### config.mk
export PLATFORM = sky130hd
export DESIGN_NAME = chainable_segment_marquee_unit
export DESIGN_NICKNAME = d
export VERILOG_FILES = /design/src/rtl/csm_pkg.sv /design/src/rtl/csm_pattern.sv /design/src/rtl/chainable_segment_marquee_unit.sv
export SDC_FILE = /design/constraint.sdc
export NUM_CORES = 1
export LEC_CHECK = 0
export ABC_AREA = 1
export BUFFER_PORTS_ARGS = -buffer_cell sky130_fd_sc_hd__buf_2
export CAP_MARGIN = 20
export CORE_MARGIN = 5
export CORE_UTILIZATION = 30
export CTS_CLUSTER_DIAMETER = 50
export DETAILED_ROUTE_END_ITERATION = 8
export SLEW_MARGIN = 0
export SYNTH_ARGS = -nofsm -noshare
export SYNTH_HDL_FRONTEND = slang
export SYNTH_SLANG_ARGS = --single-unit
### constraint.sdc
create_clock -name clk -period 2.2 [get_ports clk]
set_input_delay 0.44 -clock clk [delete_from_list [all_inputs] [get_ports clk]]
set_output_delay 0.44 -clock clk [all_outputs]
set_load 0.01 [all_outputs]
### src/rtl/csm_pkg.sv
// csm_pkg: shared types, codes and glyph table for the segment marquee
package csm_pkg;

	// operation codes of an input request
	localparam logic OP_BYTE = 1'b0;
	localparam logic OP_TICK = 1'b1;

	// result kinds
	localparam logic KIND_CHAIN = 1'b0;
	localparam logic KIND_SCAN  = 1'b1;

	// received byte codes
	localparam logic [7:0] CODE_FREEZE  = 8'd17;
	localparam logic [7:0] CODE_RESUME  = 8'd18;
	localparam logic [7:0] CODE_REFRESH = 8'd19;
	localparam logic [7:0] FIRST_CHAR   = 8'd32;
	localparam logic [7:0] FIRST_DIRECT = 8'd127;

	localparam logic [7:0] DIGIT_RESET = 8'h55;
	localparam int unsigned GLYPHS = 95;

	// decoded byte, passed from the pattern decoder to the top level
	typedef struct packed {
		logic       is_char;
		logic       freeze;
		logic       resume;
		logic       refresh;
		logic [7:0] pattern;
	} byte_dec_t;

	localparam logic [7:0] GLYPH_ROM [GLYPHS] = '{
		8'h00, 8'h5E, 8'h18, 8'h44, 8'h2E, 8'h2E, 8'h17,
		8'h08, 8'h0C, 8'h22, 8'h5C, 8'h49, 8'h22, 8'h40,
		8'h20, 8'h11, 8'h3F, 8'h30, 8'h36, 8'h76, 8'h78,
		8'h6E, 8'h6F, 8'h34, 8'h7F, 8'h7C, 8'h06, 8'h26,
		8'h03, 8'h42, 8'h0C, 8'h55, 8'h1F, 8'h7D, 8'h7F,
		8'h0F, 8'h36, 8'h4F, 8'h4D, 8'h2F, 8'h79, 8'h09,
		8'h33, 8'h5B, 8'h0B, 8'h25, 8'h3D, 8'h3F, 8'h5D,
		8'h5E, 8'h75, 8'h6E, 8'h0D, 8'h3B, 8'h3B, 8'h1A,
		8'h46, 8'h7A, 8'h57, 8'h0E, 8'h28, 8'h36, 8'h1C,
		8'h02, 8'h10, 8'h77, 8'h6B, 8'h43, 8'h73, 8'h5F,
		8'h4D, 8'h7E, 8'h69, 8'h01, 8'h22, 8'h62,
		8'h30, 8'h65, 8'h61, 8'h63, 8'h5D,
		8'h7C, 8'h41, 8'h68,
		8'h4B, 8'h23, 8'h23,
		8'h27, 8'h21, 8'h59, 8'h51,
		8'h70, 8'h48, 8'h39, 8'h04
	};

	// glyph lookup, zero beyond the table
	function automatic logic [7:0] glyph(input logic [6:0] idx);
		logic [7:0] g;
		g = 8'h00;
		if (32'(idx) < GLYPHS) begin
			g = GLYPH_ROM[idx];
		end
		return g;
	endfunction

endpackage

### src/rtl/csm_pattern.sv
// csm_pattern: decodes a received byte into control flags and a remapped pattern
module csm_pattern (
	input  logic [7:0]          rx_byte,
	output csm_pkg::byte_dec_t  dec
);

	logic [7:0] raw;
	logic [7:0] char_idx;

	assign char_idx = rx_byte - csm_pkg::FIRST_CHAR;

	always_comb begin
		if (rx_byte < csm_pkg::FIRST_DIRECT) begin
			raw = csm_pkg::glyph(char_idx[6:0]);
		end else begin
			raw = {1'b0, rx_byte[6:0]};
		end
	end

	assign dec.is_char = (rx_byte >= csm_pkg::FIRST_CHAR);
	assign dec.freeze  = (rx_byte == csm_pkg::CODE_FREEZE);
	assign dec.resume  = (rx_byte == csm_pkg::CODE_RESUME);
	assign dec.refresh = (rx_byte == csm_pkg::CODE_RESUME) ||
		(rx_byte == csm_pkg::CODE_REFRESH);
	// bits 5 and 6 move up one place, bit 5 left clear
	assign dec.pattern = {raw[6:5], 1'b0, raw[4:0]};

endmodule

### src/rtl/chainable_segment_marquee_unit.sv
// chainable_segment_marquee_unit: top level of the chainable seven-segment marquee
//
//  channel | direction | handshake            | payload
//  --------+-----------+----------------------+-------------------------------------------
//  in      | input     | in_valid / in_ready  | operation, rx_byte
//  out     | output    | out_valid / out_ready| result_kind, chain_byte, scan_row,
//          |           |                      | scan_col, segment_on
//
// decode, digit shift and scan lookup sit between
// the input ports and a single result register, so a request is taken every cycle
// while the result register is empty or being drained.
// arst_n clears the digits to 0x55, sets scrolling and zeroes the scan position.
// a stalled result holds in_ready low; control codes give no result.
module chainable_segment_marquee_unit #(
	parameter int unsigned DIGITS = 4
) (
	input  logic       clk,
	input  logic       arst_n,
	input  logic       in_valid,
	output logic       in_ready,
	input  logic       operation,
	input  logic [7:0] rx_byte,
	output logic       out_valid,
	input  logic       out_ready,
	output logic       result_kind,
	output logic [7:0] chain_byte,
	output logic [1:0] scan_row,
	output logic [2:0] scan_col,
	output logic       segment_on
);

	localparam int unsigned ROW_W = (DIGITS > 1) ? $clog2(DIGITS) : 1;
	localparam logic [ROW_W-1:0] ROW_LAST = ROW_W'(DIGITS - 1);

	// digit storage and scan position
	logic [7:0]       shown_q  [DIGITS];
	logic [7:0]       shadow_q [DIGITS];
	logic [7:0]       shown_d  [DIGITS];
	logic [7:0]       shadow_d [DIGITS];
	logic             scrolling_q, scrolling_d;
	logic [ROW_W-1:0] row_q, row_d;
	logic [2:0]       col_q, col_d;

	// result register
	logic       out_valid_q;
	logic       kind_q;
	logic [7:0] chain_q;
	logic [1:0] row_out_q;
	logic [2:0] col_out_q;
	logic       seg_q;

	// result of the request being taken
	logic       res_valid;
	logic       res_kind;
	logic [7:0] res_chain;
	logic [1:0] res_row;
	logic [2:0] res_col;
	logic       res_seg;

	logic               take;
	logic [31:0]        row_ext;
	csm_pkg::byte_dec_t dec;

	csm_pattern u_pattern (
		.rx_byte (rx_byte),
		.dec     (dec)
	);

	// a new request enters whenever the result register is free this cycle
	assign in_ready = !out_valid_q || out_ready;
	assign take     = in_valid && in_ready;
	assign row_ext  = 32'(row_q);

	always_comb begin
		shown_d     = shown_q;
		shadow_d    = shadow_q;
		scrolling_d = scrolling_q;
		row_d       = row_q;
		col_d       = col_q;
		res_valid   = 1'b0;
		res_kind    = csm_pkg::KIND_CHAIN;
		res_chain   = 8'h00;
		res_row     = 2'd0;
		res_col     = 3'd0;
		res_seg     = 1'b0;
		if (operation == csm_pkg::OP_TICK) begin
			// report the current position, then advance the column, and the row when the column wraps
			res_valid = 1'b1;
			res_kind  = csm_pkg::KIND_SCAN;
			res_row   = row_ext[1:0];
			res_col   = col_q;
			res_seg   = shown_q[row_q][col_q];
			col_d     = col_q + 3'd1;
			if (col_q == 3'd7) begin
				row_d = (row_q == ROW_LAST) ? '0 : row_q + ROW_W'(1);
			end
		end else if (dec.is_char) begin
			// shift into the shown digits, or the shadow digits while frozen; oldest digit goes down the chain
			res_valid = 1'b1;
			if (scrolling_q) begin
				res_chain  = shown_q[DIGITS-1];
				for (int i = 1; i < DIGITS; i++) begin
					shown_d[i] = shown_q[i-1];
				end
				shown_d[0] = dec.pattern;
			end else begin
				res_chain  = shadow_q[DIGITS-1];
				for (int i = 1; i < DIGITS; i++) begin
					shadow_d[i] = shadow_q[i-1];
				end
				shadow_d[0] = dec.pattern;
			end
		end else if (dec.freeze) begin
			scrolling_d = 1'b0;
			shadow_d    = shown_q;
		end else if (dec.refresh) begin
			// resume also copies the shadow digits back
			if (dec.resume) begin
				scrolling_d = 1'b1;
			end
			shown_d = shadow_q;
		end
	end

	always_ff @(posedge clk or negedge arst_n) begin
		if (!arst_n) begin
			for (int i = 0; i < DIGITS; i++) begin
				shown_q[i]  <= csm_pkg::DIGIT_RESET;
				shadow_q[i] <= csm_pkg::DIGIT_RESET;
			end
			scrolling_q <= 1'b1;
			row_q       <= '0;
			col_q       <= 3'd0;
			out_valid_q <= 1'b0;
		end else begin
			if (take) begin
				shown_q     <= shown_d;
				shadow_q    <= shadow_d;
				scrolling_q <= scrolling_d;
				row_q       <= row_d;
				col_q       <= col_d;
				out_valid_q <= res_valid;
			end else if (out_ready) begin
				out_valid_q <= 1'b0;
			end
		end
	end

	// result payload, loaded only with a request that gives a result
	always_ff @(posedge clk) begin
		if (take && res_valid) begin
			kind_q    <= res_kind;
			chain_q   <= res_chain;
			row_out_q <= res_row;
			col_out_q <= res_col;
			seg_q     <= res_seg;
		end
	end

	assign out_valid   = out_valid_q;
	assign result_kind = kind_q;
	assign chain_byte  = chain_q;
	assign scan_row    = row_out_q;
	assign scan_col    = col_out_q;
	assign segment_on  = seg_q;

endmodule

Yosys cells after proc, flatten, opt, wreduce, memory -nomap -nowiden --
Memory sizes are Yosys's and may differ from the RTL's. Index checks and enable logic that the tools add are counted.
Cells by class: muxes and demuxes 26, equality and inequality tests 8, add/subtract/negate cells 3, bitwise logic cells 4, order comparisons 6, reduce and logical (&&, ||, !) cells 16
Operator list (count):
- 2-to-1 mux 32 bit | 7
- 2-to-1 mux 7 bit | 4
- == test 8 x 5 -> 1 bit, second input constant | 3
- 2-to-1 mux 8 bit | 3
- binary-select mux 8 bit (select 2 bit) | 1
- AND reduction 5 bit | 2
- nonzero test 2 bit | 5
- 2-to-1 mux 1 bit | 9
- >= comparator 8 x 6 -> 1 bit, second input constant | 1
- >= comparator 8 bit, second input constant | 1
- < comparator 8 x 7 -> 1 bit, second input constant | 1
- NOT 7 -> 8 bit | 1
- < comparator 7 bit, second input constant | 1
- subtractor 7 x 6 -> 7 bit, second input constant | 1
- < comparator 3 x 4 -> 1 bit, second input constant | 1
- != test 2 bit, second input constant | 2
- AND reduction 4 bit | 1
- adder 3 x 1 -> 3 bit, second input constant | 1
- binary-select mux 1 bit (select 3 bit) | 1
- == test 3 bit, second input constant | 1
- >= comparator 3 bit, second input constant | 1
- NOT 2 -> 3 bit | 1
- AND reduction 3 bit | 1
- adder 2 x 1 -> 2 bit, second input constant | 1
- other kinds (9) | 12
Word-level totals: word-level logic and storage cells 81, register bits after elaboration 86, memory bits (read-only) 1024, output and inout port bits 17, memories 1, input port bits 13
Memories:
- (no name shown) | words 128, bits a word 8, read ports 1, clocked after Yosys merged registers in 0, write ports 0, RTL line csm_pkg.sv:55 | g = GLYPH_ROM[idx];

Logic depth before layout (Yosys ltp) --
depth after elaboration 9, gate-level depth with buffers 15

By module --
Synthesis repeated with hierarchy kept, for this count alone.
Second synthesis, totals: cell total of the unflattened synthesis 863, area, all modules 6054.6 um2
By module, submodules not included:
- chainable_segment_marquee_unit | cells an instance 561, area each 4559.4 um2, instances 1
- csm_pattern | cells an instance 302, area each 1495.2 um2, instances 1

Least setup slack after synthesis --
Ideal clock, no wire load.
path type input to register, from in rx_byte[1], to reg shadow_q[31] in the netlist's numbering, setup time 84 ps, cell stages on the path 14, setup slack 261 ps, arrival time 1855 ps, buffers on the path 1, path through clkbuf_1 -> inv_1 -> ha_1 -> inv_1 -> nand2_1 -> nand2_1 -> o21ai_0 -> nand2_1 -> nand2_1 -> nand3_1 -> nand2_1 -> nand2_1 -> nand2_1 -> a21boi_0
On the way: word-level cells in the longest chain between the ends 9, elaborated cells on any way between the ends 16
Ends and longest elaborated chain:
- start: declaration | RTL line chainable_segment_marquee_unit.sv:22 | input logic [7:0] rx_byte,
- subtractor 7 x 6 -> 7 bit | RTL line csm_pattern.sv:10 | assign char_idx = rx_byte - csm_pkg::FIRST_CHAR;
- NOT 7 -> 8 bit (not written as such) | RTL line csm_pkg.sv:55
- memory read (128 x 8 bit)
- 2-to-1 mux 7 bit (not written as such) (2 in series) | RTL line csm_pkg.sv:55
- 2-to-1 mux 7 bit | RTL line csm_pkg.sv:54 | if (32'(idx) < GLYPHS) begin
- 2-to-1 mux 7 bit | RTL line csm_pattern.sv:13 | if (rx_byte < csm_pkg::FIRST_DIRECT) begin
- 2-to-1 mux 32 bit | RTL line chainable_segment_marquee_unit.sv:100 | if (scrolling_q) begin
- 2-to-1 mux 32 bit | RTL line chainable_segment_marquee_unit.sv:97 | end else if (dec.is_char) begin
- end signal: indexed assignment | RTL line chainable_segment_marquee_unit.sv:129 | shadow_q[i] <= csm_pkg::DIGIT_RESET;
- end signal: assignment | RTL line chainable_segment_marquee_unit.sv:138 | shadow_q <= shadow_d;
- end: declaration | RTL line chainable_segment_marquee_unit.sv:37 | logic [7:0] shadow_q [DIGITS];
Parallel ways exist; a longest one is shown, timed or not. The select of a mux whose other input is x is not followed. A chain may end at the register's enable or synchronous reset.

Final worst setup path --
Ends and elaborated chain as after synthesis.

==> metrics.csv <==
metric;value;unit
status;finished clean;
htreeDepth;3;
p_per_area;828;mW/mm^2
cts-root-buf;clkbuf_16;
postRouteWirelength;15100;um
synth-compound-area-share;0.205;
path_class;in -> reg;
wl_per_cell;13.6;um
cpMostUsedCell;nand2_1;
cts.sinks;86;
reg2reg_slack;460;ps
numCtsBuffers;9;
fp.dieW;149;um
synth_commonest_cells;nand2_1 (212), inv_1 (110), o21ai_0 (70);
crit_arrival;2100;ps
placed_cell_area;0.00642;mm^2
crit_chain;buf_2 > inv_1 > ha_1 > inv_1 > nand2_1 > nand2_1 > o21ai_0 > nand2_1 > nand2_1 > nand3_1 > nand2_1 > nand2_1 > nand2_1 > a21boi_0;
finalHoldViolations;0;
num_vias;5389;
drt_iter0_drc;313;
cts_resized;0;
drive_gt1_frac;0.174;
end_kind;flop;
num_antenna_cells;0;
max-slew-margin-rel;0.614;
initial_core_util;0.302;
worst_r2r_endpoint;shadow_q[11]$_DFFE_PN0P_;
io_pins;30;
portBuffers;29;
clock_latency;330;ps
syn_area_per_cell;7.17;um^2
ys_types;37;
post_cts_buffers;0;
syn_inst;812;
path_clk_slew;60;ps
grt_pass1_vias;5098;
yosys-top-cells-area;dfrtp_1 (16%), dfstp_2 (15%), nand2_1 (14%);
drc;0;
cts_tree;built;
synthAdderAreaFrac;0.0344;
critPathTopFamily;simple AND/OR/NAND/NOR gates;
grt_use_met1;0.183;
ys.flop_type;dfrtp_1;
leakage;0.00317;uW
synth-xor-area-share;0.00151;
timing.final.max_slew_violations;0;
yosysTopAreaCellShare;0.163;
ys_seq_elements;86;
fmax;541;MHz
use_met2;0.227;
place_congestion;1.03;
r2r_start;out_valid$_DFFE_PN0P_;
yosys.area_share.simple;0.249;
yosysMostFrequentCell;nand2_1;
synthesis.nets;841;
timing.final.crit_share;0.841;
fp.dieH;149;um
dpl.hpwl;11200;um
area_growth;15.2;%
finalClockSkew;4.80;ps
ctsHoldBuffers;0;
maxCapViolations;0;
worstPathRequired;2460;ps
yosysTopAreaCell;dfrtp_1;
clock_path_buffers;2;
crit_slowest_cell;ha_1;
cp-start-kind;input pin;
worst_ir_drop_vdd;0.376;mV
yosysSeqAreaShare;0.390;
core-area;0.0193;mm^2
nFillCells;2073;
period_needed;1850;ps
gr-max-usage-layer;met2;
final_area;0.00670;mm^2
tns;0;ps
gr-usage-met3;0.0155;
overflow;0;
yosys_warnings;0;
synthArstFlopShare;0.826;
die_area;0.0223;mm^2
r2r_cells;10;
synth_edf_count;15;
antenna_found_initial;0;
finalSetupViolCount;0;
synth_top_family_by_area;simple AND/OR/NAND/NOR gates;
final_nets;875;
grt_usage;0.138;
grt_pass1_wl;25300;um
synth.mux.area_fraction;0;
drtPass1Iterations;6;
hp-class;in -> async;
ant_nets;0;
crit_path_max_incr_delay;350;ps
crit_buf_inv;3;
worst_pin_slew;579;ps
rsz0062_at_grt;false;
synth_area;0.00582;mm^2
rows;51;
grt_max_degree;85;
vias_per_cell;4.83;
path_max_fanout;8;
flip-flops by register name (all words and copies together) (netlist names):
signal       cells
segment_on       1
out_valid        1
scan_row         2
chain_byte       8
scan_col         3
shadow_q        32
shown_q         32
row_q            2
col_q            3
scrolling_q      1
result_kind      1
power breakdown:
part           leakage [uW]  switching, uW  internal [uW]
logic               0.00209           1040            603
clock network      0.000132            581            883
registers          0.000948            280           2160
total               0.00317           1900           3640
worst max-delay path by stage:
stage / startpoint / end / cells after the start
final: rx_byte[1] / shadow_q[31]$_DFFE_PN0P_ / 14
after global routing: rx_byte[1] / shadow_q[31]$_DFFE_PN0P_ / 14
after detailed placement: rx_byte[1] / shadow_q[31]$_DFFE_PN0P_ / 14
after global placement: rx_byte[0] / shadow_q[31]$_DFFE_PN0P_ / 14
after CTS: rx_byte[1] / shadow_q[31]$_DFFE_PN0P_ / 14
after floorplan: rx_byte[1] / shadow_q[31]$_DFFE_PN0P_ / 14
final cells by class:
type	instances	area, um^2	share of cell area
tap	265	332	0.0495
clock buffer	15	248	0.0370
sequential	86	2270	0.338
timing repair buffer	69	523	0.0780
inverter	119	449	0.0670
clock inverter	1	30.0	0.00448
multi-input combinational	561	2850	0.426
kinds of logic (layout without fill, tap and decap cells):
logic type                 Yosys count  count (layout)
and+or+nand+nor                    345             345
AOI/OAI and AO/OA                  199             199
buffers and inverters              165             204
DFF                                 86              86
adders and majority gates           16              16
xor gates and xnor gates             1               1
layout by cell type (no fill, tap or decap), drive strengths merged:
master,n
nand4,1
a21oi,53
dfstp,33
clkinv,1
o211ai,51
a31oi,3
ha,16
edfxtp,15
o2111ai,1
nor2,55
a21boi,6
nand3,64
inv,118
bufinv,1
nand3b,2
xor2,1
dfrtp,38
or2,8
buf,69
o21ai,84
nand2,215
o31ai,1
clkbuf,15
through the flow:
step            util  hold slack, ps  setup slack [ps]  std cells  total power (uW)
6_report       0.348            69.0               350       1116              5550
5_1_grt        0.348             107               185       1116              5930
4_1_cts        0.348            73.2               387       1116              5580
3_5_place_dp   0.333             440              32.9       1100              4110
3_3_place_gp   0.333             437              21.3       1100              4090
2_1_floorplan      -             144               261        812              3570
layer usage:
layer / up-vias / routed length (um)
li1: 2725 / -
met2: 185 / 6920
met5: - / 0
met1: 2442 / 6990
met3: 37 / 734
met4: 0 / 478
Note: power is estimated with default switching activity, not from simulation.
